[config.mk]
export PLATFORM = sky130hd
export DESIGN_NAME = morse_keying_segment_encoder_flat
export DESIGN_NICKNAME = d
export VERILOG_FILES = /design/src/mkse_pkg.sv /design/src/mkse_char_if.sv /design/src/mkse_seg_if.sv /design/src/mkse_front.sv /design/src/mkse_queue.sv /design/src/mkse_back.sv /design/src/morse_keying_segment_encoder.sv /design/src/flat_wrapper.sv
export SDC_FILE = /design/constraint.sdc
export NUM_CORES = 1
export LEC_CHECK = 0
export ABC_AREA = 1
export CAP_MARGIN = 0
export CORE_ASPECT_RATIO = 0.8
export CORE_MARGIN = 2
export CORE_UTILIZATION = 55
export CTS_CLUSTER_SIZE = 24
export DETAILED_ROUTE_END_ITERATION = 10
export DONT_BUFFER_PORTS = 1
export GPL_TIMING_DRIVEN = 0
export PLACE_DENSITY = 0.7
export SLEW_MARGIN = 0
export SYNTH_ARGS = -nofsm -noshare
export SYNTH_HDL_FRONTEND = slang
export SYNTH_SLANG_ARGS = --single-unit
[constraint.sdc]
create_clock -name i_clk -period 4.5 [get_ports i_clk]
set_input_delay 0.9 -clock i_clk [delete_from_list [all_inputs] [get_ports i_clk]]
set_output_delay 0.9 -clock i_clk [all_outputs]
set_load 0.05 [all_outputs]
[src/mkse_pkg.sv]
`timescale 1ns / 1ps

package mkse_pkg;

    // Field widths of the channels and the configuration register.
    localparam int CHAR_W  = 8;
    localparam int DOT_W   = 12;
    localparam int DUR_W   = 15;
    localparam int UNITS_W = 3;
    localparam int LEN_W   = 3;
    localparam int SYM_MAX = 6;

    // Range of character codes covered by the Morse table.
    localparam logic [CHAR_W-1:0] CODE_FIRST = 8'd32;
    localparam logic [CHAR_W-1:0] CODE_LAST  = 8'd90;

    // Reset value of the dot length register.
    localparam logic [DOT_W-1:0] DOT_LEN_RESET = 12'd75;

    // Segment lengths in dot units.
    localparam logic [UNITS_W-1:0] UNITS_DOT  = 3'd1;
    localparam logic [UNITS_W-1:0] UNITS_DASH = 3'd3;
    localparam logic [UNITS_W-1:0] UNITS_WORD = 3'd6;
    localparam logic [UNITS_W-1:0] UNITS_SEP  = 3'd1;
    localparam logic [UNITS_W-1:0] UNITS_GAP  = 3'd2;

    // Classified character: symbol count, dash mask (bit j is symbol j, one
    // means dash), word space flag and the out-of-range flag.
    typedef struct packed {
        logic [LEN_W-1:0]   len;
        logic [SYM_MAX-1:0] dash;
        logic               space;
        logic               unsup;
    } t_desc;

    // Fill state of the queue between the front and the back.
    typedef struct packed {
        logic empty;
        logic full;
    } t_q_status;

    // Morse table for codes within range. Characters without a code have
    // zero symbols and send only the closing gap.
    function automatic t_desc mkse_lookup(input logic [CHAR_W-1:0] code);
        t_desc d;
        d = '{len: 3'd0, dash: 6'b000000, space: 1'b0, unsup: 1'b0};
        case (code)
            8'd32: begin d.len = 3'd1; d.space = 1'b1; end
            8'd39: begin d.len = 3'd6; d.dash = 6'b011110; end
            8'd44: begin d.len = 3'd6; d.dash = 6'b110011; end
            8'd46: begin d.len = 3'd6; d.dash = 6'b101010; end
            8'd47: begin d.len = 3'd5; d.dash = 6'b001001; end
            8'd48: begin d.len = 3'd5; d.dash = 6'b011111; end
            8'd49: begin d.len = 3'd5; d.dash = 6'b011110; end
            8'd50: begin d.len = 3'd5; d.dash = 6'b011100; end
            8'd51: begin d.len = 3'd5; d.dash = 6'b011000; end
            8'd52: begin d.len = 3'd5; d.dash = 6'b010000; end
            8'd53: begin d.len = 3'd5; d.dash = 6'b000000; end
            8'd54: begin d.len = 3'd5; d.dash = 6'b000001; end
            8'd55: begin d.len = 3'd5; d.dash = 6'b000011; end
            8'd56: begin d.len = 3'd5; d.dash = 6'b000111; end
            8'd57: begin d.len = 3'd5; d.dash = 6'b001111; end
            8'd63: begin d.len = 3'd6; d.dash = 6'b001100; end
            8'd65: begin d.len = 3'd2; d.dash = 6'b000010; end
            8'd66: begin d.len = 3'd4; d.dash = 6'b000001; end
            8'd67: begin d.len = 3'd4; d.dash = 6'b000101; end
            8'd68: begin d.len = 3'd3; d.dash = 6'b000001; end
            8'd69: begin d.len = 3'd1; d.dash = 6'b000000; end
            8'd70: begin d.len = 3'd4; d.dash = 6'b000100; end
            8'd71: begin d.len = 3'd3; d.dash = 6'b000011; end
            8'd72: begin d.len = 3'd4; d.dash = 6'b000000; end
            8'd73: begin d.len = 3'd2; d.dash = 6'b000000; end
            8'd74: begin d.len = 3'd4; d.dash = 6'b001110; end
            8'd75: begin d.len = 3'd3; d.dash = 6'b000101; end
            8'd76: begin d.len = 3'd4; d.dash = 6'b000010; end
            8'd77: begin d.len = 3'd2; d.dash = 6'b000011; end
            8'd78: begin d.len = 3'd2; d.dash = 6'b000001; end
            8'd79: begin d.len = 3'd3; d.dash = 6'b000111; end
            8'd80: begin d.len = 3'd4; d.dash = 6'b000110; end
            8'd81: begin d.len = 3'd4; d.dash = 6'b001011; end
            8'd82: begin d.len = 3'd3; d.dash = 6'b000010; end
            8'd83: begin d.len = 3'd3; d.dash = 6'b000000; end
            8'd84: begin d.len = 3'd1; d.dash = 6'b000001; end
            8'd85: begin d.len = 3'd3; d.dash = 6'b000100; end
            8'd86: begin d.len = 3'd4; d.dash = 6'b001000; end
            8'd87: begin d.len = 3'd3; d.dash = 6'b000110; end
            8'd88: begin d.len = 3'd4; d.dash = 6'b001001; end
            8'd89: begin d.len = 3'd4; d.dash = 6'b001101; end
            8'd90: begin d.len = 3'd4; d.dash = 6'b000011; end
            default: begin d.len = 3'd0; end
        endcase
        return d;
    endfunction

endpackage

[src/mkse_char_if.sv]
`timescale 1ns / 1ps

interface mkse_char_if;
    import mkse_pkg::*;

    logic              valid;
    logic              ready;
    logic [CHAR_W-1:0] char_code;

    modport source (output valid, output char_code, input ready);
    modport sink (input valid, input char_code, output ready);
endinterface

[src/mkse_seg_if.sv]
`timescale 1ns / 1ps

interface mkse_seg_if;
    import mkse_pkg::*;

    logic             valid;
    logic             ready;
    logic             key_on;
    logic [DUR_W-1:0] duration;
    logic             unsupported;
    logic             last;

    modport source (output valid, output key_on, output duration, output unsupported,
                    output last, input ready);
    modport sink (input valid, input key_on, input duration, input unsupported,
                  input last, output ready);
endinterface

[src/mkse_front.sv]
`timescale 1ns / 1ps

module mkse_front (
    mkse_char_if.sink        i_char,
    input  mkse_pkg::t_q_status i_q_stat,
    output logic             o_push,
    output mkse_pkg::t_desc  o_desc
);
    import mkse_pkg::*;

    logic w_out_of_range;

    // A request is taken whenever the queue has room.
    assign i_char.ready = !i_q_stat.full;
    assign o_push       = i_char.valid && !i_q_stat.full;

    // Classify the character: out-of-range codes carry no symbols.
    assign w_out_of_range = (i_char.char_code < CODE_FIRST) || (i_char.char_code > CODE_LAST);

    always_comb begin
        if (w_out_of_range) begin
            o_desc = '{len: '0, dash: '0, space: 1'b0, unsup: 1'b1};
        end else begin
            o_desc = mkse_lookup(i_char.char_code);
        end
    end
endmodule

[src/mkse_queue.sv]
`timescale 1ns / 1ps

module mkse_queue #(
    parameter int DEPTH = 2
) (
    input  logic                   i_clk,
    input  logic                   i_rst_n,
    input  logic                   i_push,
    input  mkse_pkg::t_desc        i_desc,
    input  logic                   i_pop,
    output mkse_pkg::t_desc        o_desc,
    output mkse_pkg::t_q_status    o_stat
);
    import mkse_pkg::*;

    localparam int PW = (DEPTH > 1) ? $clog2(DEPTH) : 1;
    localparam int CW = $clog2(DEPTH + 1);

    t_desc          r_mem [DEPTH];
    logic [PW-1:0]  r_wptr, n_wptr;
    logic [PW-1:0]  r_rptr, n_rptr;
    logic [CW-1:0]  r_count, n_count;
    logic           w_push, w_pop;

    // Guard the strobes against a full or empty queue.
    assign w_push = i_push && (r_count != CW'(DEPTH));
    assign w_pop  = i_pop && (r_count != '0);

    assign o_stat.empty = (r_count == '0);
    assign o_stat.full  = (r_count == CW'(DEPTH));
    assign o_desc       = r_mem[r_rptr];

    // Pointer and fill count updates with wrap at the queue depth.
    always_comb begin
        n_wptr  = r_wptr;
        n_rptr  = r_rptr;
        n_count = r_count;
        if (w_push) begin
            n_wptr = (r_wptr == PW'(DEPTH - 1)) ? '0 : PW'(r_wptr + 1'b1);
        end
        if (w_pop) begin
            n_rptr = (r_rptr == PW'(DEPTH - 1)) ? '0 : PW'(r_rptr + 1'b1);
        end
        if (w_push && !w_pop) begin
            n_count = CW'(r_count + 1'b1);
        end else if (w_pop && !w_push) begin
            n_count = CW'(r_count - 1'b1);
        end
    end

    always_ff @(posedge i_clk) begin
        if (!i_rst_n) begin
            r_wptr  <= '0;
            r_rptr  <= '0;
            r_count <= '0;
        end else begin
            r_wptr  <= n_wptr;
            r_rptr  <= n_rptr;
            r_count <= n_count;
        end
    end

    // Entry storage.
    always_ff @(posedge i_clk) begin
        if (w_push) begin
            r_mem[r_wptr] <= i_desc;
        end
    end
endmodule

[src/mkse_back.sv]
`timescale 1ns / 1ps

module mkse_back (
    input  logic                          i_clk,
    input  logic                          i_rst_n,
    input  logic [mkse_pkg::DOT_W-1:0]    i_dot_len,
    input  mkse_pkg::t_desc               i_desc,
    input  mkse_pkg::t_q_status           i_q_stat,
    output logic                          o_pop,
    mkse_seg_if.source                    o_seg
);
    import mkse_pkg::*;

    typedef enum logic [1:0] {
        ST_IDLE,
        ST_MARK,
        ST_SEP,
        ST_GAP
    } t_state;

    t_state               r_state, n_state;
    t_desc                r_desc, n_desc;
    logic [LEN_W-1:0]     r_idx, n_idx;
    logic                 r_valid, n_valid;
    logic                 r_key, n_key;
    logic [DUR_W-1:0]     r_dur, n_dur;
    logic                 r_unsup, n_unsup;
    logic                 r_last, n_last;
    logic                 w_adv;
    logic                 w_emit;
    logic                 w_seg_key;
    logic [UNITS_W-1:0]   w_seg_units;
    logic [DUR_W-1:0]     w_seg_dur;
    logic [LEN_W-1:0]     w_idx_inc;

    // The output register takes a new segment when empty or being drained.
    assign w_adv     = !r_valid || o_seg.ready;
    assign o_pop     = (r_state == ST_IDLE) && !i_q_stat.empty;
    assign w_idx_inc = LEN_W'(r_idx + 1'b1);

    // Key level and length of the segment the current state sends.
    always_comb begin
        w_seg_key   = 1'b0;
        w_seg_units = UNITS_GAP;
        case (r_state)
            ST_MARK: begin
                w_seg_key = !r_desc.space;
                if (r_desc.space) begin
                    w_seg_units = UNITS_WORD;
                end else if (r_desc.dash[r_idx]) begin
                    w_seg_units = UNITS_DASH;
                end else begin
                    w_seg_units = UNITS_DOT;
                end
            end
            ST_SEP: begin
                w_seg_units = UNITS_SEP;
            end
            default: begin
                w_seg_units = UNITS_GAP;
            end
        endcase
    end

    assign w_seg_dur = DUR_W'(w_seg_units) * DUR_W'(i_dot_len);
    assign w_emit    = w_adv && (r_state != ST_IDLE);

    // Sequencer: fetches a character, then sends one segment per cycle while the output stage has room.
    always_comb begin
        n_state = r_state;
        n_desc  = r_desc;
        n_idx   = r_idx;
        n_valid = r_valid && !o_seg.ready;
        n_key   = r_key;
        n_dur   = r_dur;
        n_unsup = r_unsup;
        n_last  = r_last;
        if (w_emit) begin
            n_valid = 1'b1;
            n_key   = w_seg_key;
            n_dur   = w_seg_dur;
            n_unsup = r_desc.unsup;
            n_last  = (r_state == ST_GAP);
        end
        case (r_state)
            ST_IDLE: begin
                if (!i_q_stat.empty) begin
                    n_desc  = i_desc;
                    n_idx   = '0;
                    n_state = (i_desc.len == '0) ? ST_GAP : ST_MARK;
                end
            end
            ST_MARK: begin
                if (w_adv) begin
                    n_state = ST_SEP;
                end
            end
            ST_SEP: begin
                if (w_adv) begin
                    n_idx   = w_idx_inc;
                    n_state = (w_idx_inc == r_desc.len) ? ST_GAP : ST_MARK;
                end
            end
            ST_GAP: begin
                if (w_adv) begin
                    n_state = ST_IDLE;
                end
            end
            default: begin
                n_state = ST_IDLE;
            end
        endcase
    end

    always_ff @(posedge i_clk) begin
        if (!i_rst_n) begin
            r_state <= ST_IDLE;
            r_valid <= 1'b0;
        end else begin
            r_state <= n_state;
            r_valid <= n_valid;
        end
        r_desc  <= n_desc;
        r_idx   <= n_idx;
        r_key   <= n_key;
        r_dur   <= n_dur;
        r_unsup <= n_unsup;
        r_last  <= n_last;
    end

    assign o_seg.valid       = r_valid;
    assign o_seg.key_on      = r_key;
    assign o_seg.duration    = r_dur;
    assign o_seg.unsupported = r_unsup;
    assign o_seg.last        = r_last;
endmodule

[src/morse_keying_segment_encoder.sv]
// The first segment of a character passes the queue, the back fetch state and the output register.
// For each character the back sequencer fetches from the queue, then sends a mark and a
// separating space per symbol and a closing gap, one segment per cycle while the output has room.
// Requests are taken while the queue between front and back has room.
// Reset is synchronous, active low; it empties the queue and output and sets dot length 75.
`timescale 1ns / 1ps

module morse_keying_segment_encoder #(
    parameter int QUEUE_DEPTH = 2
) (
    input  logic                        i_clk,
    input  logic                        i_rst_n,
    input  logic                        i_cfg_we,
    input  logic [mkse_pkg::DOT_W-1:0]  i_cfg_data,
    mkse_char_if.sink                   i_char,
    mkse_seg_if.source                  o_seg
);
    import mkse_pkg::*;

    logic [DOT_W-1:0] r_dot_len;
    logic             w_push;
    logic             w_pop;
    t_desc            w_front_desc;
    t_desc            w_queue_desc;
    t_q_status        w_q_stat;

    // Dot length register.
    always_ff @(posedge i_clk) begin
        if (!i_rst_n) begin
            r_dot_len <= DOT_LEN_RESET;
        end else if (i_cfg_we) begin
            r_dot_len <= i_cfg_data;
        end
    end

    // Front: accepts and classifies characters.
    mkse_front u_front (
        .i_char   (i_char),
        .i_q_stat (w_q_stat),
        .o_push   (w_push),
        .o_desc   (w_front_desc)
    );

    // Queue of classified characters.
    mkse_queue #(
        .DEPTH (QUEUE_DEPTH)
    ) u_queue (
        .i_clk   (i_clk),
        .i_rst_n (i_rst_n),
        .i_push  (w_push),
        .i_desc  (w_front_desc),
        .i_pop   (w_pop),
        .o_desc  (w_queue_desc),
        .o_stat  (w_q_stat)
    );

    // Back: sends the key segments.
    mkse_back u_back (
        .i_clk     (i_clk),
        .i_rst_n   (i_rst_n),
        .i_dot_len (r_dot_len),
        .i_desc    (w_queue_desc),
        .i_q_stat  (w_q_stat),
        .o_pop     (w_pop),
        .o_seg     (o_seg)
    );

`ifndef ASSERT_OFF
    // An out-of-range character yields only the closing gap.
    a_unsup_gap : assert property (@(posedge i_clk) disable iff (!i_rst_n)
        o_seg.valid && o_seg.unsupported |-> o_seg.last && !o_seg.key_on)
        else $error("unsupported segment is not a final gap");

    // A keyed segment is always followed by a separating space.
    a_key_not_last : assert property (@(posedge i_clk) disable iff (!i_rst_n)
        o_seg.valid && o_seg.key_on |-> !o_seg.last)
        else $error("keyed segment marked last");

    // The queue never reports full and empty at once.
    a_queue_stat : assert property (@(posedge i_clk) disable iff (!i_rst_n)
        !(w_q_stat.full && w_q_stat.empty))
        else $error("queue status inconsistent");

    // A fetch from the queue never happens while it is empty.
    a_pop_nonempty : assert property (@(posedge i_clk) disable iff (!i_rst_n)
        w_pop |-> !w_q_stat.empty)
        else $error("pop from empty queue");
`endif
endmodule
[src/flat_wrapper.sv]
// flat-port wrapper written by rule: the top's interface ports become plain ports
module morse_keying_segment_encoder_flat import mkse_pkg::*;
#(
    parameter int QUEUE_DEPTH = 2
)
  (i_clk, i_rst_n, i_cfg_we, i_cfg_data, i_char_valid, i_char_char_code, i_char_ready, o_seg_valid, o_seg_key_on, o_seg_duration, o_seg_unsupported, o_seg_last, o_seg_ready);
  mkse_char_if i_char_i ();
  mkse_seg_if o_seg_i ();
  input  logic i_clk;
  input  logic i_rst_n;
  input  logic i_cfg_we;
  input  logic [mkse_pkg::DOT_W-1:0] i_cfg_data;
  input wire logic [$bits(i_char_i.valid)-1:0] i_char_valid;
  input wire logic [$bits(i_char_i.char_code)-1:0] i_char_char_code;
  output wire logic [$bits(i_char_i.ready)-1:0] i_char_ready;
  output wire logic [$bits(o_seg_i.valid)-1:0] o_seg_valid;
  output wire logic [$bits(o_seg_i.key_on)-1:0] o_seg_key_on;
  output wire logic [$bits(o_seg_i.duration)-1:0] o_seg_duration;
  output wire logic [$bits(o_seg_i.unsupported)-1:0] o_seg_unsupported;
  output wire logic [$bits(o_seg_i.last)-1:0] o_seg_last;
  input wire logic [$bits(o_seg_i.ready)-1:0] o_seg_ready;
  assign i_char_i.valid = i_char_valid;
  assign i_char_i.char_code = i_char_char_code;
  assign i_char_ready = i_char_i.ready;
  assign o_seg_valid = o_seg_i.valid;
  assign o_seg_key_on = o_seg_i.key_on;
  assign o_seg_duration = o_seg_i.duration;
  assign o_seg_unsupported = o_seg_i.unsupported;
  assign o_seg_last = o_seg_i.last;
  assign o_seg_i.ready = o_seg_ready;
  morse_keying_segment_encoder #(.QUEUE_DEPTH(QUEUE_DEPTH)) u_core (.i_clk(i_clk), .i_rst_n(i_rst_n), .i_cfg_we(i_cfg_we), .i_cfg_data(i_cfg_data), .i_char(i_char_i), .o_seg(o_seg_i));
endmodule
==> Word level (Yosys, flattened, before mapping) <==
Memories as Yosys holds them, arrays and structs flattened. A register that Yosys moved wholly into a read port is not among the register bits.
Cells that the tools add are included.
{ "classes": {"n_addsub": 5, "mul": 1, "magnitude_cmp": 3, "n_eq_ne": 52, "muxes": 28, "bitwise_logic": 1, "n_reduce_logical": 42} }
{ "op_table": {"columns": ["cell", "count"], "rows": [
  ["8-bit by 7-bit equality test with 1-bit output (second input constant)", 26],
  ["8-bit by 6-bit equality test with 1-bit output (second input constant)", 16],
  ["6-bit one-hot mux with 21 select lines", 1],
  ["2-bit 2-to-1 mux", 9],
  ["3-bit one-hot mux with 6 select lines", 1],
  ["3-bit by 12-bit multiplier with 15-bit output", 1],
  ["3-bit one-hot mux with 2 select lines", 2],
  ["12-bit OR reduction", 1],
  ["2-bit OR reduction", 6],
  ["4-bit OR reduction", 3],
  ["11-bit 2-to-1 mux", 1],
  ["11-bit OR reduction", 1],
  ["2-bit != test (second input constant)", 5],
  ["1-bit 2-to-1 mux", 9],
  ["3-bit 2-to-1 mux", 3],
  ["8-bit by 7-bit > comparator with 1-bit output (second input constant)", 1],
  ["1-bit logical AND", 8],
  ["8-bit by 6-bit < comparator with 1-bit output (second input constant)", 1],
  ["2-bit one-hot mux with 4 select lines", 1],
  ["2-bit nonzero test", 4],
  ["8-bit OR reduction", 1],
  ["1-bit logical NOT", 7],
  ["2-bit equality test (second input constant)", 3],
  ["3-bit OR reduction", 2],
  ["16 further kinds", 19]
]} }
{ "totals": {"ff_bits": 51, "ram_bits": 22, "inputBits": 25, "output_inout_bits": 20, "word_cells": 148, "memories": 1} }
{ "memory_table": {"columns": ["memory", "depth", "word_bits", "rd", "rd_clocked_by_memory_dff", "wr", "line_no", "rtl"], "rows": [
  ["u_core.u_queue.r_mem", 2, 11, 1, 1, 1, "mkse_queue.sv:19", "t_desc r_mem [DEPTH];"]
]} }

==> Logic depth before layout (Yosys ltp) <==
Gate-level depths: netlist of the first run.
{ "logic_depth": {"depth_word": 8, "ltp_mapped": 18, "ltp_nobuf": 18} }

==> Cells and area by module <==
A second synthesis of the first run with hierarchy kept.
{ "unflattened": {"cells_unflattened": 604, "hier_area_um2": 4775.8} }
{ "by_module_without_submodules": {"columns": ["module", "instances", "cells_per_inst", "area_per_inst_um2", "seq_area_each_um2"], "rows": [
  ["mkse_back", 1, 279, 2453.6, 1021.0],
  ["mkse_queue", 1, 72, 1039.7, 760.7],
  ["mkse_front", 1, 185, 808.3, 0.0],
  ["morse_keying_segment_encoder", 1, 68, 474.2, 240.2]
]} }

==> Least setup slack after synthesis of the first run <==
Ideal clock, no wire load.
{ "synth_timing": {"path_type": "register -> register", "startpoint": "register u_core.u_back.r_state[1]", "endpoint": "register u_core.u_back.r_dur[10] (netlist: u_core.u_back.o_seg.duration[10]), data pin", "setup_time_ns": 0.259, "t_arrival_ns": 2.682, "required_time_ns": 4.241, "setup_slack_ns": 1.559, "stages_incl_launch_ff": 16, "n_path_buf": 0, "synth_period_minus_slack_ns": 2.941, "path_cell_list": "dfxtp_1 inv_1 ha_1 inv_1 nor2_1 nand3_2 nand2_1 nor2_1 fa_1 ha_1 fa_1 nand3_1 nand2_1 nand2_1 nand2_1 xor2_1"} }
{ "synth_via": {"elab_chain_len": 3, "elab_cells_between_ends": 4, "cone_classes": "mul: 1; eq/ne: 2; mux: 1"} }
{ "synth_lines": {"columns": ["element", "line_no", "rtl"], "rows": [
  ["start: declaration", "mkse_back.sv:21", "t_state r_state, n_state;"],
  ["start signal: assignment", "mkse_back.sv:120", "r_state <= n_state;"],
  ["2-bit equality test or 2-bit by 1-bit equality test with 1-bit output (tied branches)", "mkse_back.sv:45", "case (r_state)"],
  ["3-bit one-hot mux with 2 select lines *", "mkse_back.sv:45", null],
  ["3-bit by 12-bit multiplier with 15-bit output *", "mkse_back.sv:65", "assign w_seg_dur = DUR_W'(w_seg_units) * DUR_W'(i_dot_len);"],
  ["named net u_core.u_back.w_seg_dur[10]", "mkse_back.sv:33", "logic [DUR_W-1:0] w_seg_dur;"],
  ["end signal: assignment", "mkse_back.sv:126", "r_dur <= n_dur;"],
  ["end: declaration", "mkse_back.sv:26", "logic [DUR_W-1:0] r_dur, n_dur;"]
]} }
Mark *: on every way through the listed nets, which the timed path passes. The rest lies on a longest branch.
A chain may end at the register's enable or synchronous reset.

==> Final worst setup path of the first run <==
{ "layout_timing": {"startpoint": "register u_core.u_back.r_state[1]", "endpoint": "register u_core.u_back.r_dur[13] (netlist: u_core.u_back.o_seg.duration[13]), data pin"} }
Same word-level chain as after synthesis.

==> qor_table.md, run 1 <==
| Result | Reported | Unit |
|---|---|---|
| PwrDens | 574 | nW/µm² |
| Number of enable-type register cells in the synthesized netlist | 54 | - |
| Deepest clock path buffer count | 2 | - |
| Count of maximum capacitance violations | 0 | - |
| Highest net fanout along the worst path | 9 | - |
| Post-synth top cells | sky130_fd_sc_hd__nand2_1 (172), sky130_fd_sc_hd__nor2_1 (88), sky130_fd_sc_hd__inv_1 (81) | - |
| Most area-hungry cell type in the Yosys netlist | sky130_fd_sc_hd__edfxtp_1 | - |
| Sum of net half-perimeters after detailed placement | 7.72 | mm |
| Vias per cell | 5.18 | - |
| Setup crit end kind | flop | - |
| Proportion of layout cells with a drive suffix above 1 | 4.64 | % |
| Synthesized area per cell | 7.75 | µm² |
| Kind of start point of the critical path | flop | - |
| Total vias in the final route | 3688 | - |
| Area of placed instances | 4690 | µm² |
| Initial Util | 57.1 | % |
| Port bufs | 0 | - |
| Count of routing violations after the opening detailed-route iteration | 243 | - |
| Final Core Density | 61.3 | % |
| Post-route DRC | 0 | - |
| Final std cells w/o fill | 712 | - |
| Gate count of the mapped netlist | 588 | - |
| Count of hold buffers inserted by post-cts repair | 0 | - |
| Remaining max-slew budget at the tightest pin | 12.4 | % |
| Final critical path time including I/O delays and setup | 3610 | ps |
| Sequential share of the synthesized area | 44.4 | % |
| Post-synthesis net count | 645 | - |
| # rows | 29 | - |
| Pin count of the biggest net entering global routing | 19 | - |
| Latest clock arrival within the worst-skew pair | 340 | ps |
| Fin nets | 656 | - |
| Result of the run | completed | - |
| Average detailed-routed wire length per instance | 13.7 | µm |
| Die Width | 106 | µm |
| Transition at the pin with the smallest max-transition slack | 1310 | ps |
| Final estimated routing congestion in global placement | 0.900 | - |
| Fin Clk Skew | 16.4 | ps |
| Initial antenna violation count | 0 | - |
| CP Data Arrival Time | 3710 | ps |
| Final setup vio count | 0 | - |
| Count of antenna-violating nets left after detailed routing | 0 | - |
| Core Footprint | 7980 | µm² |
| FFs w/ async S/R, synth | 0 | % |
| Final Instance Area | 4890 | µm² |
| Hold Vio Cnt, Final | 0 | - |
| Number of placed instances with taps included | 696 | - |
| Clock tree from TritonCTS | built | - |
| Setup repair after global routing missed its margin | no | - |
| Setup bufs post-CTS | 0 | - |
| Dpl ws | 1010 | ps |
| Most used flip-flop cell after synthesis | sky130_fd_sc_hd__edfxtp_1 | - |
| Die ar. | 9030 | µm² |
| P&R area growth vs syn | 7.41 | % |
| Number of fillers in the final layout | 740 | - |
| Final critical-path share of the clock period | 80.2 | % |
| Crit Path Category | reg -> reg | - |
| Most frequently used cell type in the post-synthesis netlist | sky130_fd_sc_hd__nand2_1 | - |
| Total number of H-tree levels | 3 | - |
| Achievable clock frequency | 277 | MHz |
| Die Y-Extent | 85.4 | µm |
| Total negative slack for setup checks | 0 | ps |
| Largest cells by area after synthesis | sky130_fd_sc_hd__edfxtp_1 (36%), sky130_fd_sc_hd__nand2_1 (14%), sky130_fd_sc_hd__dfxtp_1 (8.8%) | - |
| Library cell used as clock root buffer | sky130_fd_sc_hd__clkbuf_8 | - |
| Hold_ws | 456 | ps |
| Total routed wirelength | 9.78 | mm |
| Hold crit path type | reg -> reg | - |
| Unique masters post-synth | 33 | - |
| Proportion of netlist area held by the largest area contributor | 35.6 | % |
| Syn Std Cell Area | 4560 | µm² |
| Clock transition at the registers of the reported paths | 90 | ps |
| Number of warnings reported in the yosys synthesis log | 0 | - |
| Ports | 45 | - |
| Total iterations of the first detailed-routing run | 5 | - |
| Wire length of the first global-routing pass | 16.7 | mm |
| N_diodes | 0 | - |
| Num CTS Buffers | 9 | - |
| Post-route setup slack | 893 | ps |
| #FFs+latches synth | 74 | - |
| Slew Viols, Final | 0 | - |
| TritonCTS sink count | 74 | - |
| Overall overflow remaining after global route | 0 | - |
| Required time of the critical path | 4610 | ps |
| Cts repair resizes | 0 | - |
| GR Util All Layers | 23.3 | % |
| Reported leakage power | 2.39 | nW |
| Vias in the first global route | 3561 | - |
| Peak supply drop | 0.362 | mV |
| Total power | 2.81 | mW |
power breakdown:
part	total (mW)	internal [mW]	switching [mW]
clock network	0.528	0.260	0.268
registers	1.39	1.03	0.360
logic	0.886	0.273	0.612
cells in the final DEF, fill, tap and decap left out, types with 2 or more instances in the layout:
cell	n
sky130_fd_sc_hd__nor2_2	2
sky130_fd_sc_hd__nand4_1	3
sky130_fd_sc_hd__clkinv_4	2
sky130_fd_sc_hd__nand3_1	40
sky130_fd_sc_hd__inv_6	2
sky130_fd_sc_hd__nand2_2	3
sky130_fd_sc_hd__ha_1	21
sky130_fd_sc_hd__clkinv_1	4
sky130_fd_sc_hd__nor3_1	7
sky130_fd_sc_hd__fa_1	11
sky130_fd_sc_hd__a21oi_1	24
sky130_fd_sc_hd__nand2_1	172
sky130_fd_sc_hd__o21ai_1	2
sky130_fd_sc_hd__clkbuf_1	3
sky130_fd_sc_hd__edfxtp_1	54
sky130_fd_sc_hd__o21ai_0	30
sky130_fd_sc_hd__inv_2	2
sky130_fd_sc_hd__inv_1	81
sky130_fd_sc_hd__nor2_1	87
sky130_fd_sc_hd__xor2_1	7
sky130_fd_sc_hd__nand3b_1	2
sky130_fd_sc_hd__clkbuf_8	9
sky130_fd_sc_hd__dfxtp_1	20
sky130_fd_sc_hd__buf_2	2
registers in the layout (all words and copies together) (netlist names), named ones only:
signal / flops
u_core.u_back.r_desc: 11
u_core.r_dot_len: 12
u_core.u_back.o_seg.valid: 1
u_core.u_queue.r_wptr: 1
u_core.u_back.o_seg.duration: 15
u_core.u_queue.r_rptr: 1
u_core.u_queue.r_mem: 22
u_core.u_back.r_state: 2
u_core.u_back.r_idx: 3
u_core.u_back.o_seg.key_on: 1
u_core.u_back.o_seg.last: 1
u_core.u_queue.r_count: 2
u_core.u_back.o_seg.unsupported: 1
cell type report:
cell class / instances / area, µm² / area share [%]
Multi-Input combinational cell: 422 / 2190 / 44.7
Sequential cell: 74 / 2020 / 41.3
Inverter: 86 / 323 / 6.60
Tap cell: 108 / 135 / 2.76
Clock buffer: 9 / 124 / 2.53
Clock inverter: 7 / 76.3 / 1.56
Buffer: 6 / 28.8 / 0.588
routing by layer:
metal  GRT usage [%]  vias to the layer above  part of all wire (%)
li1                -                     1899                     -
met1            35.1                     1675                    52
met2            34.5                      106                    41
met3            5.30                        8                   5.7
met4            5.26                        0                   1.0
met5               0                        -                     0
logic make-up after synthesis:
group                    synth area share, %
AND/OR/NAND/NOR                         28.6
buffers and inverters                   7.72
flip-flops                              44.4
AO/OA/AOI/OAI                           7.17
adder cells (fa/ha/maj)                 10.6
XOR/XNOR                                1.54
critical path: stages (launching register included):
cell,delay (ps)
sky130_fd_sc_hd__dfxtp_1,390
sky130_fd_sc_hd__inv_1,100
sky130_fd_sc_hd__ha_1,220
sky130_fd_sc_hd__inv_1,90
sky130_fd_sc_hd__nor2_1,80
sky130_fd_sc_hd__o21ai_1,310
sky130_fd_sc_hd__clkinv_1,360
sky130_fd_sc_hd__nand2_1,170
sky130_fd_sc_hd__fa_1,420
sky130_fd_sc_hd__inv_1,70
sky130_fd_sc_hd__ha_1,280
sky130_fd_sc_hd__a21oi_1,260
sky130_fd_sc_hd__nor2_1,100
sky130_fd_sc_hd__o21ai_0,290
sky130_fd_sc_hd__nand3_1,110
sky130_fd_sc_hd__nand2_1,80
sky130_fd_sc_hd__nand2_1,50
final timing paths:
| kind | startpoint | endpoint | slack [ps] | cells after the start |
|---|---|---|---|---|
| setup reg to reg | u_core.u_back.r_state[1] | u_core.u_back.o_seg.duration[13] | 890 | 16 |
| hold / removal | u_core.u_queue.r_rptr | u_core.u_queue.r_rptr | 460 | 1 |
| setup / recovery | u_core.u_back.r_state[1] | u_core.u_back.o_seg.duration[13] | 890 | 16 |
| hold reg to reg | u_core.u_queue.r_rptr | u_core.u_queue.r_rptr | 460 | 1 |
Note: power is estimated with default switching activity, not from simulation.
==> run 2: changes to the inputs <==
==> constraint.sdc (replaced) <==
create_clock -name i_clk -period 3.51 [get_ports i_clk]
set_input_delay 0.702 -clock i_clk [delete_from_list [all_inputs] [get_ports i_clk]]
set_output_delay 0.702 -clock i_clk [all_outputs]
set_load 0.05 [all_outputs]
==> qor_table.md, run 2 (same netlist as run 1, synthesis figures left out) <==
| Result | Reported | Unit | vs previous |
|---|---|---|---|
| Hold_ws | 454 | ps | -2.14 ps |
| Overall overflow remaining after global route | 0 | - | unchanged |
| Total negative slack for setup checks | 0 | ps | unchanged |
| Top library cells by usage in the layout, fill and taps aside | sky130_fd_sc_hd__nand2_1 (170), sky130_fd_sc_hd__nor2_1 (86), sky130_fd_sc_hd__inv_1 (81), sky130_fd_sc_hd__edfxtp_1 (54), sky130_fd_sc_hd__nand3_1 (40) | - |  |
| Average detailed-routed wire length per instance | 13.7 | µm | about the same |
| Fin nets | 657 | - | +0.15% |
| # rows | 29 | - | unchanged |
| Flip-flop count of the largest register after layout | 22 | - | unchanged |
| Pin count of the biggest net entering global routing | 19 | - | unchanged |
| N_diodes | 0 | - | unchanged |
| Post-route DRC | 0 | - | unchanged |
| Clock tree from TritonCTS | built | - |  |
| Port bufs | 0 | - | unchanged |
| Hold Crit Start | u_core.u_queue.r_rptr | - |  |
| Transition at the pin with the smallest max-transition slack | 1270 | ps | -42.9 ps |
| Hold Vio Cnt, Final | 0 | - | unchanged |
| CP Data Arrival Time | 3370 | ps | -340 ps |
| Proportion of layout cells with a drive suffix above 1 | 5.79 | % | +1.1 points |
| Kind of start point of the critical path | flop | - |  |
| Hold path endpoint | u_core.u_queue.r_rptr | - |  |
| Slew Viols, Final | 0 | - | unchanged |
| Initial antenna violation count | 0 | - | unchanged |
| Leading cell type in the layout, fill and taps excluded | sky130_fd_sc_hd__nand2_1 | - |  |
| Hold Path Stages | 1 | - | unchanged |
| Count of routing violations after the opening detailed-route iteration | 209 | - | -14% |
| Die Width | 106 | µm | unchanged |
| Count of antenna-violating nets left after detailed routing | 0 | - | unchanged |
| GR Util All Layers | 23.3 | % | unchanged |
| PwrDens | 737 | nW/µm² | +28% |
| Required time of the critical path | 3620 | ps | -990 ps |
| Clock transition at the registers of the reported paths | 90 | ps | about the same |
| Core Footprint | 7980 | µm² | unchanged |
| Crit Path Category | reg -> reg | - |  |
| Library cell used as clock root buffer | sky130_fd_sc_hd__clkbuf_8 | - |  |
| P&R area growth vs syn | 8.15 | % |  |
| Result of the run | completed | - |  |
| Initial Util | 57.1 | % | unchanged |
| Setup crit end kind | flop | - |  |
| Number of fillers in the final layout | 735 | - | -0.68% |
| WL met2 | 4.03 | mm | +0.98% |
| Sum of net half-perimeters after detailed placement | 7.72 | mm | unchanged |
| Deepest clock path buffer count | 2 | - | unchanged |
| Vias per cell | 5.22 | - | +0.81% |
| Hold crit path type | reg -> reg | - |  |
| Latest clock arrival within the worst-skew pair | 340 | ps | about the same |
| Met3 wirelength from detailed routing | 570 | µm | +2.7% |
| Reg-to-reg slack, setup | 240 | ps | -650 ps |
| Destination of the worst register-to-register timing path | u_core.u_back.o_seg.duration[11] | - |  |
| Final estimated routing congestion in global placement | 0.900 | - | unchanged |
| Setup repair after global routing missed its margin | no | - |  |
| Total vias in the final route | 3723 | - | +0.95% |
| Count of hold buffers inserted by post-cts repair | 0 | - | unchanged |
| Num CTS Buffers | 9 | - | unchanged |
| Final setup vio count | 0 | - | unchanged |
| Sequential cell area | 2020 | µm² | unchanged |
| Achievable clock frequency | 306 | MHz | +10% |
| Final critical-path share of the clock period | 93.1 | % | +13 points |
| Highest net fanout along the worst path | 9 | - | unchanged |
| Vias in the first global route | 3561 | - | unchanged |
| Total iterations of the first detailed-routing run | 6 | - | +1 |
| R2r startpoint | u_core.u_back.r_state[1] | - |  |
| Ports | 45 | - | unchanged |
| Wire length of the first global-routing pass | 16.7 | mm | unchanged |
| Count of maximum capacitance violations | 0 | - | unchanged |
| Reported leakage power | 2.40 | nW | +0.40% |
| Routed length on met1 | 5.10 | mm | -0.59% |
| Highest metal layer with signal wires | met4 | - |  |
| Total number of H-tree levels | 3 | - | unchanged |
| Die ar. | 9030 | µm² | unchanged |
| Remaining max-slew budget at the tightest pin | 15.3 | % | +2.9 points |
| Area taken by multi-input logic gates | 2210 | µm² | +1.2% |
| Peak supply drop | 0.466 | mV | +29% |
| Reg with most FFs | u_core.u_queue.r_mem | - |  |
| TritonCTS sink count | 74 | - | unchanged |
| Total routed wirelength | 9.80 | mm | +0.21% |
| Cell count of the worst reg-to-reg path | 18 | - | +2 |
| Final critical path time including I/O delays and setup | 3270 | ps | -338 ps |
| Fin Clk Skew | 15.5 | ps | -0.901 ps |
| Die Y-Extent | 85.4 | µm | unchanged |
==> run 2: cell type report <==
cell class	instances	share of cell area, %
inverter	86	6.55
buffer	6	0.584
sequential	74	41.0
multi-input combinational	422	44.9
timing repair buffer	1	0.152
clock buffer	9	2.51
tap	108	2.74
clock inverter	7	1.55
==> run 2: worst max-delay path by stage <==
| stage | startpoint | endpoint | slack [ps] | cells past startpoint |
|---|---|---|---|---|
| CTS | u_core.u_back.r_state[1] | u_core.u_back.o_seg.duration[13] | 20 | 16 |
| detailed placement | u_core.u_back.r_idx[0] | u_core.u_back.o_seg.duration[10] | 20 | 13 |
| global route | u_core.u_back.r_idx[0] | u_core.u_back.o_seg.duration[10] | 10 | 15 |
| global placement | u_core.u_back.r_idx[0] | u_core.u_back.o_seg.duration[10] | 70 | 13 |
| floorplan | u_core.u_back.r_state[1] | u_core.u_back.o_seg.duration[10] | 570 | 15 |
| finish | u_core.u_back.r_state[1] | u_core.u_back.o_seg.duration[11] | 240 | 18 |
==> run 2: critical path, cell delays in order (launching register included) <==
cell and delay, ps:
sky130_fd_sc_hd__dfxtp_1 350, sky130_fd_sc_hd__inv_1 120, sky130_fd_sc_hd__ha_1 190, sky130_fd_sc_hd__inv_1 90, sky130_fd_sc_hd__nor2_2 200, sky130_fd_sc_hd__o21ai_2 130
sky130_fd_sc_hd__inv_2 170, sky130_fd_sc_hd__nand2_1 90, sky130_fd_sc_hd__fa_1 490, sky130_fd_sc_hd__inv_1 40, sky130_fd_sc_hd__ha_1 350, sky130_fd_sc_hd__a21oi_1 250
sky130_fd_sc_hd__nor2_1 100, sky130_fd_sc_hd__nor2_1 100, sky130_fd_sc_hd__nand2_1 110, sky130_fd_sc_hd__nand2_1 100, sky130_fd_sc_hd__nand2_1 50, sky130_fd_sc_hd__nand2_1 50
sky130_fd_sc_hd__nand2_1 50
==> run 2: stage by stage <==
step	std cells	worst slack [ps]	util (%)	area, µm²	power [mW]
floorplan	588	569	-	4560	2.66
global placement	696	72.3	58.8	4690	2.90
detailed placement	696	18.5	58.8	4690	2.93
CTS	712	18.1	61.3	4890	3.61
global route	713	12.2	61.7	4930	3.89
finish	713	241	61.7	4930	3.63
==> run 2: per-layer routing <==
layer | track usage (%) | up-vias
li1 | - | 1904
met1 | 35.1 | 1695
met2 | 34.5 | 116
met3 | 5.30 | 8
met4 | 5.26 | 0
met5 | 0 | -
==> run 2: report_power, final <==
part	total (mW)	leakage, nW	switching, mW	internal, mW
Combinational	1.17	1.62	0.802	0.368
Clock	0.673	0.0979	0.340	0.334
Sequential	1.79	0.686	0.464	1.33
==> run 2: repair_timing <==
item | in CTS | in global routing
buffers inserted | 0 | 1
resized for setup | 1 | 9
endpoints found under the setup margin | 1 | 9
gates cloned | 0 | 0
